### src/indexed_deque_buffer_assert.svh
// ----------------------------------------------------------------------------
// Indexed deque buffer assertion macros
// Concurrent assertion shorthands used by the buffer controller.
// ----------------------------------------------------------------------------
`ifndef INDEXED_DEQUE_BUFFER_ASSERT_SVH
`define INDEXED_DEQUE_BUFFER_ASSERT_SVH

`ifndef SYNTHESIS

// Same-cycle implication, checked outside reset
`define IDB_ASSERT_IMPLY(label, clk, rst, ante, cons, msg) \
   label: assert property (@(posedge clk) disable iff (rst) (ante) |-> (cons)) \
      else $error(msg);

// Next-cycle implication, checked outside reset
`define IDB_ASSERT_NEXT(label, clk, rst, ante, cons, msg) \
   label: assert property (@(posedge clk) disable iff (rst) (ante) |=> (cons)) \
      else $error(msg);

`else

`define IDB_ASSERT_IMPLY(label, clk, rst, ante, cons, msg)
`define IDB_ASSERT_NEXT(label, clk, rst, ante, cons, msg)

`endif

`endif

### src/idb_pkg.sv
// ----------------------------------------------------------------------------
// Indexed deque buffer package
// Request and response types, command and status codes, default sizes.
// ----------------------------------------------------------------------------
`timescale 1ns / 1ps
`default_nettype none

package idb_pkg;

   // Default sizing
   localparam int DEPTH_DEF      = 1024;
   localparam int DATA_WIDTH_DEF = 32;

   // Fixed field widths
   localparam int CMD_W  = 3;
   localparam int POS_W  = 12;
   localparam int ITEM_W = 32;
   localparam int OCC_W  = 11;

   // Command codes
   typedef enum logic [CMD_W-1:0] {
      CMD_PUSH_FRONT = 3'd0,
      CMD_PUSH_BACK  = 3'd1,
      CMD_POP_FRONT  = 3'd2,
      CMD_POP_BACK   = 3'd3,
      CMD_READ       = 3'd4,
      CMD_WRITE      = 3'd5
   } cmd_type;

   // Status codes
   typedef enum logic [1:0] {
      ST_OK    = 2'd0,
      ST_EMPTY = 2'd1,
      ST_RANGE = 2'd2,
      ST_FULL  = 2'd3
   } status_type;

   // Request payload
   typedef struct packed {
      logic [CMD_W-1:0]  command;
      logic [POS_W-1:0]  position;
      logic [ITEM_W-1:0] item;
   } req_type;

   // Response payload
   typedef struct packed {
      logic [ITEM_W-1:0] item_out;
      status_type        status;
      logic [OCC_W-1:0]  occupancy;
   } rsp_type;

   // Response control carried from the controller to the output stage
   typedef struct packed {
      logic             valid;
      logic             use_data;
      status_type       status;
      logic [OCC_W-1:0] occupancy;
   } rsp_ctl_type;

endpackage

`default_nettype wire

### src/idb_ctrl.sv
// ----------------------------------------------------------------------------
// Indexed deque buffer controller
// Head pointer and count, command decode, status and ring slot address.
// ----------------------------------------------------------------------------
`timescale 1ns / 1ps
`default_nettype none

module idb_ctrl #(
   parameter int DEPTH      = idb_pkg::DEPTH_DEF,
   parameter int DATA_WIDTH = idb_pkg::DATA_WIDTH_DEF,
   localparam int PTR_W     = (DEPTH > 1) ? $clog2(DEPTH) : 1
) (
   input  wire logic                  clock,
   input  wire logic                  reset,
   input  wire logic                  accept,
   input  wire idb_pkg::req_type      req,
   output logic                       mem_we,
   output logic                       mem_re,
   output logic      [PTR_W-1:0]      mem_addr,
   output logic      [DATA_WIDTH-1:0] mem_wdata,
   output idb_pkg::rsp_ctl_type       ctl
);

   import idb_pkg::*;

   localparam int CNT_W = $clog2(DEPTH + 1);
   localparam int SUM_W = CNT_W + 1;
   localparam int CMP_W = (CNT_W > POS_W) ? CNT_W : POS_W;

   logic [PTR_W-1:0] head_ff, head_in;
   logic [CNT_W-1:0] count_ff, count_in;
   rsp_ctl_type      ctl_ff, ctl_in;

   logic             empty, full, in_range;
   logic [CNT_W-1:0] offset;
   logic [SUM_W-1:0] slot_sum;
   logic [PTR_W-1:0] slot;
   logic [PTR_W-1:0] head_dec, head_inc;

   assign empty    = (count_ff == '0);
   assign full     = (count_ff == CNT_W'(DEPTH));
   assign in_range = (CMP_W'(req.position) < CMP_W'(count_ff));

   // Neighbor slots of the head, wrapping at the ring ends
   assign head_dec = (head_ff == '0) ? PTR_W'(DEPTH - 1) : head_ff - 1'b1;
   assign head_inc = (head_ff == PTR_W'(DEPTH - 1)) ? '0 : head_ff + 1'b1;

   // Slot of a logical offset from the head: one add, one conditional subtract
   always_comb begin
      case (req.command)
         CMD_PUSH_BACK: offset = count_ff;
         CMD_POP_BACK:  offset = count_ff - 1'b1;
         CMD_READ,
         CMD_WRITE:     offset = CNT_W'(req.position);
         default:       offset = '0;
      endcase
      slot_sum = SUM_W'(head_ff) + SUM_W'(offset);
      if (slot_sum >= SUM_W'(DEPTH)) begin
         slot_sum = slot_sum - SUM_W'(DEPTH);
      end
      slot = PTR_W'(slot_sum);
   end

   // Command decode and next state
   always_comb begin
      head_in   = head_ff;
      count_in  = count_ff;
      mem_we    = 1'b0;
      mem_re    = 1'b0;
      mem_addr  = slot;
      mem_wdata = DATA_WIDTH'(req.item);
      ctl_in    = '0;

      if (accept) begin
         ctl_in.valid  = 1'b1;
         ctl_in.status = ST_OK;
         case (req.command)
            CMD_PUSH_FRONT: begin
               if (full) begin
                  ctl_in.status = ST_FULL;
               end else begin
                  head_in  = head_dec;
                  mem_addr = head_dec;
                  mem_we   = 1'b1;
                  count_in = count_ff + 1'b1;
               end
            end
            CMD_PUSH_BACK: begin
               if (full) begin
                  ctl_in.status = ST_FULL;
               end else begin
                  mem_we   = 1'b1;
                  count_in = count_ff + 1'b1;
               end
            end
            CMD_POP_FRONT: begin
               if (empty) begin
                  ctl_in.status = ST_EMPTY;
               end else begin
                  mem_addr        = head_ff;
                  mem_re          = 1'b1;
                  ctl_in.use_data = 1'b1;
                  head_in         = head_inc;
                  count_in        = count_ff - 1'b1;
               end
            end
            CMD_POP_BACK: begin
               if (empty) begin
                  ctl_in.status = ST_EMPTY;
               end else begin
                  mem_re          = 1'b1;
                  ctl_in.use_data = 1'b1;
                  count_in        = count_ff - 1'b1;
               end
            end
            CMD_READ, CMD_WRITE: begin
               if (empty) begin
                  ctl_in.status = ST_EMPTY;
               end else if (!in_range) begin
                  ctl_in.status = ST_RANGE;
               end else if (req.command == CMD_READ) begin
                  mem_re          = 1'b1;
                  ctl_in.use_data = 1'b1;
               end else begin
                  mem_we = 1'b1;
               end
            end
            default: begin
               // unused codes leave head, count and ring as is
            end
         endcase
         ctl_in.occupancy = OCC_W'(count_in);
      end
   end

   // State registers
   always_ff @(posedge clock) begin
      if (reset) begin
         head_ff  <= '0;
         count_ff <= '0;
         ctl_ff   <= '0;
      end else begin
         head_ff  <= head_in;
         count_ff <= count_in;
         ctl_ff   <= ctl_in;
      end
   end

   assign ctl = ctl_ff;

`include "indexed_deque_buffer_assert.svh"

   `IDB_ASSERT_IMPLY(a_count_bound, clock, reset, 1'b1, count_ff <= CNT_W'(DEPTH), "count past depth")
   `IDB_ASSERT_IMPLY(a_one_access, clock, reset, 1'b1, !(mem_we && mem_re), "read and write together")
   `IDB_ASSERT_NEXT(a_rsp_follows, clock, reset, accept, ctl_ff.valid, "request without response")
   `IDB_ASSERT_NEXT(a_push_grows, clock, reset, mem_we && !(req.command == CMD_WRITE), count_ff == $past(count_ff) + 1'b1, "push did not grow count")
   `IDB_ASSERT_IMPLY(a_data_ok, clock, reset, ctl_ff.use_data, ctl_ff.status == ST_OK, "data on failed request")

endmodule

`default_nettype wire

### config.mk
export PLATFORM = sky130hd
export DESIGN_NAME = idb_ctrl
export DESIGN_NICKNAME = d
export VERILOG_FILES = /design/src/idb_pkg.sv /design/src/idb_ctrl.sv
export VERILOG_INCLUDE_DIRS = /design/src /design/src/src
export SDC_FILE = /design/constraint.sdc
export NUM_CORES = 1
export LEC_CHECK = 0
export CAP_MARGIN = 20
export CORE_MARGIN = 8
export CORE_UTILIZATION = 41
export CTS_CLUSTER_SIZE = 12
export DETAILED_ROUTE_END_ITERATION = 8
export DONT_BUFFER_PORTS = 1
export PLACE_DENSITY = 0.6
export SLEW_MARGIN = 20
export SYNTH_ARGS = -nofsm -noshare
export SYNTH_HDL_FRONTEND = slang
export SYNTH_SLANG_ARGS = --single-unit
### constraint.sdc
create_clock -name clock -period 13 [get_ports clock]
set_clock_uncertainty 0.15 [all_clocks]
set_input_delay 2.6 -clock clock [delete_from_list [all_inputs] [get_ports clock]]
set_output_delay 2.6 -clock clock [all_outputs]
set_load 0.02 [all_outputs]
==> flow_metrics.py, run 1 <==
metrics = {
    "outcome": {
        "outcome": "finished, final reports clean",
    },
    "final_layout": {
        "layout_common_cells": "nand2_1, a21oi_1, dfxtp_1",
        "final_common_cell": "nand2_1",
        "seqCellArea_um2": 721,
        "fillers": 934,
        "layout.nets": 527,
        "multiInputGateArea_um2": 2520,
        "drive_gt1_share_pct": 6.68,
        "antenna_cells": 0,
        "post-route-util_pct": 39.4,
        "layout-area-overhead-vs-synth_pct": -4.55,
        "final_area_um2": 3570,
    },
    "timing": {
        "rsz0062_at_grt": "false",
        "final-setup-viol-count": 0,
        "tightest_slew_ns": 0.835,
        "fin_crit_ns": 8.59,
        "finalHoldViolCount": 0,
        "max_freq_mhz": 116,
        "drv_slew": 0,
        "max-slew-margin-rel_pct": 43.5,
        "fin_crit_sh_pct": 66.1,
        "final.setup.tns_ns": 0,
    },
    "clock_network": {
        "cts_sinks": 36,
        "cts_tree": "yes",
        "numCtsBuffers": 5,
        "htreeDepth": 2,
        "post_cts_buffers": 0,
        "cts_root_buf": "clkbuf_8",
        "cts_buffer_depth": 2,
        "clk_latency_ns": 0.30,
        "clk_pin_slew_worst_paths_ns": 0.08,
        "hold_buffers": 0,
        "cts_resized": 0,
    },
    "worst_setup_path": {
        "worstSetupStartpoint": "req[45]",
        "cp_data_required_time_ns": 10.25,
        "crit_arrival_ns": 5.84,
        "r2r_start": "count_ff[0]",
        "critPathCaptureType": "output port",
        "crit_path_max_fanout": 19,
        "startpoint_type": "input pin",
        "path_class": "in -> out",
    },
    "logic_synthesis": {
        "synthDistinctLibCells": 71,
        "synthMuxAreaShare_pct": 0,
        "ys_seq_area_share_pct": 19.3,
        "synthXorXnorAreaFrac_pct": 5.15,
        "syn-num-nets": 585,
        "synth_area_um2": 3740,
        "yosysWarnings": 0,
        "async_flop_share_pct": 0,
        "avgSynthCellArea_um2": 7.39,
        "synth_top_flop_cell": "dfxtp_1",
        "ys_ff_latch": 36,
        "synth_cells": 506,
        "synth_enable_flop_cells": 0,
        "synth_compound_area_share_pct": 30.4,
        "yosys.area_share.simple_pct": 22.1,
        "synth_top_family_by_area": "compound AO/OA/AOI/OAI gates",
        "synth-adder-area-share_pct": 9.90,
    },
    "floorplan": {
        "dieArea_um2": 12400,
        "start_util_pct": 41.3,
        "die_x_um": 112,
        "rows": 35,
        "core_area_um2": 9060,
        "boundaryPins": 109,
        "die_h_um": 112,
    },
    "power_and_ir_drop": {
        "pwr_density_cell_nw_per_um2": 104,
        "power_leakage_nw": 1.36,
        "peakVddDrop_v": 0.0000331,
        "p_total_uw": 371,
    },
    "min_path": {
        "hold_class": "reg -> reg",
        "min-delay-start": "count_ff[9]",
    },
    "route": {
        "finalWirelength_mm": 11.1,
        "remaining_drc_errors": 0,
        "first_iter_violations": 323,
        "viasPerCell": 6.47,
        "vias": 3622,
        "routedWlPerCell_um": 19.9,
        "firstDrtPassIters": 5,
        "final_antenna_net_count": 0,
    },
    "placed_design": {
        "place_congestion": 0.914,
        "place_hpwl_mm": 8.40,
        "io_buffers": 0,
        "place_area_um2": 3480,
    },
    "grt": {
        "gr-total-overflow": 0,
        "grt_pass1_vias": 3399,
        "track_usage_pct": 17.3,
        "grt_max_degree": 21,
        "grt_pass1_wl_mm": 17.9,
        "antenna_found_initial": 0,
    },
    "flow_run": {
        "drv_cap": 0,
    },
}
[cells in the mapped netlist, types with 3 or more instances]
cell type   n  area [um^2]
inv_1      24         90.1
a221o_1     4         40.0
and3_1      7         43.8
a21o_1     10         75.1
nor2b_1     3         18.8
nand4_1     5         31.3
clkbuf_1   20         75.1
dfxtp_1    36          721
o21ai_0    33          165
xnor2_1    17          149
nor4_1      4         25.0
a32oi_1     5         43.8
a311oi_1    3         26.3
nand2_1    47          176
nor2_1     35          131
buf_2       8         40.0
o211ai_1    4         30.0
a211oi_1    9         67.6
nand3_1    20          100
buf_4      34          255
nor3_1     14         70.1
xor2_1      5         43.8
ha_1       28          350
a22oi_1    10         75.1
o21a_1      5         37.5
o22ai_1    14         87.6
or3_1       4         25.0
a21oi_1    39          195
[critical path: stages]
cell and delay, ns:
inv_2 0.15, ha_1 0.55, nand2_1 0.13, a2bb2oi_1 0.16, nor2_1 0.10, nor2_1 0.07, inv_1 0.06, ha_1 0.23
a211o_1 0.32, a21oi_1 0.20, nand2_1 0.10, a221o_1 0.31, xnor2_1 0.15, o311ai_1 0.70
[through the flow]
step                      std cells  setup WS [ns]  hold slack, ns
after floorplan                 506           4.69           0.358
after global routing            560           4.16           0.474
after global placement          552           4.52           0.430
final                           560           4.41           0.453
after CTS                       560           4.44           0.451
after detailed placement        552           4.45           0.434
[worst paths after layout]
path / end / slack, ns / cells past startpoint
worst max register to register: head_ff[5] / 9.89 / 9
worst min-delay path: count_ff[9] / 0.45 / 1
worst min register to register: count_ff[9] / 0.45 / 1
worst max-delay path: mem_addr[9] / 4.41 / 14
[power by group]
group / leakage [nW] / internal [mW] / switching (mW)
registers: 0.293 / 0.117 / 0.0193
logic: 1.02 / 0.0561 / 0.0932
clock network: 0.0479 / 0.0375 / 0.0480
total: 1.36 / 0.211 / 0.161
[state kept, by name, indices dropped and copies added, names as in the netlist]
name	cells
count_ff	11
ctl	15
head_ff	10
[layout make-up]
| class | count | share of cell area, % |
|---|---|---|
| multi-input combinational | 379 | 70.7 |
| tap | 111 | 3.89 |
| clock buffer | 5 | 1.93 |
| inverter | 26 | 2.73 |
| clock inverter | 3 | 0.526 |
| sequential | 36 | 20.2 |
[cell families (layout without fill, tap and decap cells)]
| logic type | Yosys count | after routing |
|---|---|---|
| adders and majority gates | 29 | 29 |
| DFF | 36 | 36 |
| buffers and inverters | 91 | 34 |
| xor gates and xnor gates | 22 | 22 |
| and+or+nand+nor | 160 | 160 |
| AOI/OAI and AO/OA | 168 | 168 |
[layer usage]
metal | vias to the layer above | wire, um | global-route usage, %
li1 | 1705 | - | -
met1 | 1700 | 4740 | 22.2
met2 | 177 | 4810 | 26.1
met3 | 40 | 1270 | 5.19
met4 | 0 | 314 | 7.47
met5 | - | 0 | 0
Note: power is estimated with default switching activity, not from simulation.
==> run 2: changes to the inputs <==
==> constraint.sdc (replaced) <==
create_clock -name clock -period 9 [get_ports clock]
set_clock_uncertainty 0.15 [all_clocks]
set_input_delay 1.8 -clock clock [delete_from_list [all_inputs] [get_ports clock]]
set_output_delay 1.8 -clock clock [all_outputs]
set_load 0.02 [all_outputs]
==> flow_metrics.py, run 2 (synthesized netlist as in run 1, its figures left out) <==
metrics = {
    "floorplan": {
        "rows": 35,
        "die_h_um": 112,
        "boundaryPins": 109,
        "core_area_um2": 9060,
        "dieArea_um2": 12400,
        "start_util_pct": 41.3,
        "die_x_um": 112,
    },
    "placed_design": {
        "place_hpwl_mm": 8.44,
        "dp_slack_ns": 2.06,
        "io_buffers": 0,
        "place_area_um2": 3480,
        "dp_cells": 552,
        "place_congestion": 0.913,
    },
    "clock_network": {
        "cts_root_buf": "clkbuf_8",
        "clk_latency_ns": 0.30,
        "htreeDepth": 2,
        "cts_tree": "yes",
        "cts_sinks": 36,
        "clk_pin_slew_worst_paths_ns": 0.08,
        "cts_resized": 0,
        "numCtsBuffers": 5,
        "hold_buffers": 0,
        "cts_buffer_depth": 2,
        "post_cts_buffers": 0,
    },
    "grt": {
        "met1_usage_pct": 22.5,
        "track_usage_pct": 17.6,
        "antenna_found_initial": 0,
        "grt_max_degree": 21,
        "grt_pass1_wl_mm": 18.1,
        "gr-total-overflow": 0,
        "grt_use_met3_pct": 6.11,
        "grt_pass1_vias": 3420,
        "groute.layer.met2.usage_pct": 26.7,
        "grt-busiest-layer": "met2",
    },
    "timing": {
        "finalHoldViolCount": 0,
        "hold_slack_ns": 0.448,
        "rsz0062_at_grt": "false",
        "max_freq_mhz": 142,
        "final-setup-viol-count": 0,
        "fin_crit_sh_pct": 78.0,
        "final.setup.tns_ns": 0,
        "max-slew-margin-rel_pct": 40.1,
        "layout_setup_ws_ns": 1.98,
        "tightest_slew_ns": 0.885,
        "fin_crit_ns": 7.02,
        "drv_slew": 0,
    },
    "final_layout": {
        "finalNonFillerCells": 560,
        "layout.nets": 527,
        "drive_gt1_share_pct": 6.68,
        "layout-area-overhead-vs-synth_pct": -4.32,
        "layout_common_cells": "nand2_1, a21oi_1, dfxtp_1",
        "largest_register_ffs": 15,
        "final_common_cell": "nand2_1",
        "antenna_cells": 0,
        "final_area_um2": 3580,
        "fillers": 962,
    },
    "worst_setup_path": {
        "worstSetupStartpoint": "req[45]",
        "slowest_delay_ns": 0.74,
        "critPathSlowestCell": "o311ai_1",
        "regToRegEndpoint": "head_ff[5]",
        "crit_path_max_fanout": 19,
        "setup.worst_path.end": "mem_addr[9]",
        "cp_num_buf_inv": 2,
        "r2r_start": "count_ff[0]",
        "critPathCaptureType": "output port",
        "path_class": "in -> out",
        "startpoint_type": "input pin",
        "critical_path.top_delay_family": "compound AO/OA/AOI/OAI gates",
        "cp_data_required_time_ns": 7.05,
        "crit_arrival_ns": 5.07,
        "worstPathCellList": "inv_2, ha_1, nand2_1, a2bb2oi_1, nor2_1, nor2_1, inv_1, ha_1, a211o_1, a21oi_1, nand2_1, a221o_1, xnor2_1, o311ai_1",
        "cp.depth": 14,
        "reg2reg_slack_ns": 5.89,
        "ff2ff_path_depth": 9,
    },
    "power_and_ir_drop": {
        "peakVddDrop_v": 0.0000625,
        "pwr_density_cell_nw_per_um2": 152,
        "power_leakage_nw": 1.36,
    },
    "route": {
        "final_antenna_net_count": 0,
        "firstDrtPassIters": 5,
        "first_iter_violations": 391,
        "remaining_drc_errors": 0,
        "routedWlPerCell_um": 20.0,
        "viasPerCell": 6.48,
        "finalWirelength_mm": 11.2,
        "vias": 3631,
    },
    "flow_run": {
        "drv_cap": 0,
    },
    "min_path": {
        "hold_depth": 1,
        "hold_class": "reg -> reg",
    },
    "outcome": {
        "outcome": "finished, final reports clean",
    },
}
-- run 2: cell count changes in the layout (fill, tap and decap cells not counted) --
cell	previous run	this run
inv_6	0	1
clkbuf_8	5	6
clkinv_2	2	1
clkinv_4	1	0
-- run 2: layout make-up --
type,count,area [um^2],share of cell area (%)
multi-input cells,379,2520,70.6
flip-flops and latches,36,721,20.1
well taps,111,139,3.88
inverters,26,97.6,2.73
clock buffers,6,82.6,2.31
clock inverters,2,13.8,0.385
-- run 2: worst min-delay path by stage --
stage / startpoint / end / slack [ns]
6_report: count_ff[9] / count_ff[9] / 0.45
5_1_grt: count_ff[9] / count_ff[9] / 0.48
4_1_cts: count_ff[9] / count_ff[9] / 0.45
3_5_place_dp: count_ff[9] / count_ff[9] / 0.44
3_3_place_gp: count_ff[9] / count_ff[9] / 0.43
2_1_floorplan: count_ff[9] / count_ff[9] / 0.36
-- run 2: metrics by stage --
stage               util (%)  power (mW)
floorplan                  -       0.395
global placement        38.4       0.411
detailed placement      38.4       0.412
CTS                     39.5       0.547
global route            39.5       0.580
finish                  39.5       0.544
-- run 2: worst reg2reg max path, cell delays in order (launching register included) --
cell	delay (ns)
dfxtp_1	0.61
inv_1	0.16
ha_1	0.30
nor3b_2	0.22
and4_1	0.40
nand2_1	0.14
and3_1	0.60
nand2_1	0.12
a211oi_1	0.24
nor3_1	0.07
-- run 2: per-layer routing --
metal	routed length, um	vias to the layer above
met5	0	-
met4	197	0
met3	1260	28
met2	4920	167
met1	4830	1728
li1	-	1708
-- run 2: power breakdown --
part,internal [mW],switching [mW],total [mW]
sequential,0.169,0.0280,0.197
clock,0.0628,0.0685,0.131
combinational,0.0811,0.134,0.215
==> run 3: changes to the inputs <==
--- a/config.mk
+++ b/config.mk
@@ -6,6 +6,7 @@
 export SDC_FILE = /design/constraint.sdc
 export NUM_CORES = 1
 export LEC_CHECK = 0
+export ABC_AREA = 1
 export CAP_MARGIN = 20
 export CORE_MARGIN = 8
 export CORE_UTILIZATION = 41
==> constraint.sdc (replaced) <==
create_clock -name clock -period 6.5 [get_ports clock]
set_clock_uncertainty 0.15 [all_clocks]
set_input_delay 1.3 -clock clock [delete_from_list [all_inputs] [get_ports clock]]
set_output_delay 1.3 -clock clock [all_outputs]
set_load 0.02 [all_outputs]
==> flow_metrics.py, run 3 <==
metrics = {
    "outcome": {
        "outcome": "finished, final reports clean",
    },
    "final_layout": {
        "largest_register_ffs": 15,
        "drive_gt1_share_pct": 8.03,
        "seqCellArea_um2": 721,
        "layout.nets": 601,
        "fillers": 966,
        "final_common_cell": "nand2_1",
        "finalNonFillerCells": 631,
        "multiInputGateArea_um2": 2290,
        "layout-area-overhead-vs-synth_pct": -1.94,
        "layout_common_cells": "nand2_1, inv_1, o21ai_0",
        "antenna_cells": 0,
    },
    "floorplan": {
        "start_util_pct": 41.8,
        "rows": 34,
        "core_area_um2": 8640,
        "die_x_um": 110,
        "die_h_um": 110,
        "boundaryPins": 109,
        "dieArea_um2": 12100,
    },
    "timing": {
        "finalHoldViolCount": 0,
        "fin_crit_ns": 5.48,
        "tightest_slew_ns": 0.872,
        "rsz0062_at_grt": "false",
        "max_freq_mhz": 182,
        "final-setup-viol-count": 0,
        "drv_slew": 0,
        "max-slew-margin-rel_pct": 41.3,
        "final.setup.tns_ns": 0,
        "fin_crit_sh_pct": 84.3,
    },
    "power_and_ir_drop": {
        "peakVddDrop_v": 0.0000985,
        "intPower_uw": 465,
        "comb_power_share_pct": 42.2,
        "swShare_pct": 43.9,
        "pwr_density_cell_nw_per_um2": 234,
        "pwr-share-seq_pct": 33.4,
        "power.switching_uw": 363,
        "power_leakage_nw": 1.59,
        "power.share.clock_pct": 24.5,
        "p_total_uw": 828,
    },
    "clock_network": {
        "cts_sinks": 36,
        "cts_buffer_depth": 2,
        "cts_root_buf": "clkbuf_8",
        "numCtsBuffers": 5,
        "hold_buffers": 0,
        "cts_resized": 0,
        "clk_pin_slew_worst_paths_ns": 0.07,
        "cts_tree": "yes",
        "post_cts_buffers": 0,
        "htreeDepth": 2,
        "clk_latency_ns": 0.30,
    },
    "worst_setup_path": {
        "crit_arrival_ns": 4.03,
        "cp.depth": 20,
        "critPathSlowestCell": "ha_1",
        "crit_path_max_fanout": 13,
        "cp_data_required_time_ns": 5.05,
        "worstPathCellList": "inv_2, ha_1, nand2_1, o21ai_0, o21ai_0, inv_1, ha_1, inv_1, fa_1, o21ai_0, nand2_1, nand2_1, nand2_1, nand2_1, nand2_1, nand2_1, a21oi_1, nand2_1, nand2_1, o21ai_1",
        "cp_num_buf_inv": 3,
        "path_class": "in -> out",
        "startpoint_type": "input pin",
        "crit_top_cell": "nand2_1",
        "ff2ff_path_depth": 13,
        "critical_path.top_delay_family": "adder cells",
        "critPathCaptureType": "output port",
        "slowest_delay_ns": 0.46,
    },
    "logic_synthesis": {
        "synth_top_area_share_pct": 20.0,
        "avgSynthCellArea_um2": 6.46,
        "synthTopCellsByCount": "nand2_1, inv_1, o21ai_0",
        "synth_area_um2": 3610,
        "yosys.area_share.simple_pct": 27.3,
        "synth.area.top_cells": "dfxtp_1, nand2_1, ha_1",
        "synth_top_flop_cell": "dfxtp_1",
        "synth_top_family_by_area": "simple AND/OR/NAND/NOR gates",
        "async_flop_share_pct": 0,
        "synthMuxAreaShare_pct": 0,
        "synthXorXnorAreaFrac_pct": 3.64,
        "synth_enable_flop_cells": 0,
        "synth-adder-area-share_pct": 10.3,
        "synth_cells": 559,
        "synth_largest_area_cell": "dfxtp_1",
        "yosysWarnings": 0,
        "synth.most_common_cell": "nand2_1",
        "ys_ff_latch": 36,
        "synthDistinctLibCells": 47,
        "ys_seq_area_share_pct": 20.0,
        "syn-num-nets": 638,
        "synth_compound_area_share_pct": 22.3,
    },
    "grt": {
        "grt_max_degree": 16,
        "grt_pass1_wl_mm": 17.6,
        "gr-total-overflow": 0,
        "antenna_found_initial": 0,
        "grt_pass1_vias": 3366,
        "track_usage_pct": 18.5,
    },
    "placed_design": {
        "dp_cells": 623,
        "place_congestion": 0.923,
        "place_hpwl_mm": 8.62,
        "io_buffers": 0,
    },
    "route": {
        "routed.top_layer": "met4",
        "routedWlPerCell_um": 17.4,
        "first_iter_violations": 275,
        "wl_met3_mm": 1.03,
        "firstDrtPassIters": 7,
        "dr_wl_met2_mm": 4.66,
        "vias": 3620,
        "remaining_drc_errors": 0,
        "viasPerCell": 5.74,
        "final_antenna_net_count": 0,
        "wl_met1_mm": 4.93,
        "finalWirelength_mm": 11.0,
    },
    "min_path": {
        "hold_class": "reg -> reg",
        "hold_depth": 2,
    },
    "flow_run": {
        "drv_cap": 0,
    },
}
[run 3: cell count changes in the layout (fill, tap and decap cells not counted), moves of 9 or more]
cell     before  now
nand2_1      47  116
a31oi_1       1   12
xnor2_1      17    1
o22ai_1      14    4
o21ai_0      33   46
inv_2         2   11
inv_1        24   62
nand3_1      20   36
xor2_1        5   14
nor2_1       35   44
[run 3: metrics by stage]
step | utilization, % | hold WS (ns) | instance area, um^2 | setup slack, ns
after detailed placement | 39.8 | 0.453 | 3430 | 1.06
after global routing | 41.0 | 0.493 | 3540 | 0.623
after CTS | 41.0 | 0.467 | 3540 | 1.04
after floorplan | - | 0.389 | 3610 | 1.31
final | 41.0 | 0.469 | 3540 | 1.02
after global placement | 39.8 | 0.445 | 3430 | 1.13
[run 3: area by class of cell]
class	instances	share of cell area [%]
clock buffers	6	2.05
clock inverters	2	0.989
inverters	75	8.09
multi-input cells	404	64.7
flip-flops and latches	36	20.4
well taps	108	3.82
[run 3: path summary, 6_finish.rpt]
path / startpoint / endpoint / slack [ns]
max: req[45] / mem_addr[8] / 1.02
min: head_ff[4] / head_ff[4] / 0.47
max reg2reg: count_ff[0] / head_ff[8] / 4.01
min reg2reg: head_ff[4] / head_ff[4] / 0.47
[run 3: cell families after synthesis]
family	after synthesis
AOI/OAI and AO/OA	134
buffers and inverters	119
xor gates and xnor gates	15
DFF	36
adders and majority gates	29
and+or+nand+nor	226
[run 3: layer usage]
metal  global-route usage, %  vias to the layer above
met4                    8.39                        0
met5                       0                        -
met1                    24.8                     1664
li1                        -                     1749
met2                    27.6                      176
met3                    4.28                       31
[run 3: power by group through the flow]
stage	combinational, mW	clock, mW	sequential, mW
floorplan	0.311	0	0.267
CTS	0.345	0.208	0.276
global placement	0.341	0	0.281
finish	0.349	0.203	0.276
global route	0.394	0.219	0.280
detailed placement	0.343	0	0.281
[run 3: worst min-delay path: cells and delay by family (launching register included)]
family / cells / cell delay, ns
flip-flops: 1 / 0.36
AO/OA/AOI/OAI: 2 / 0.22
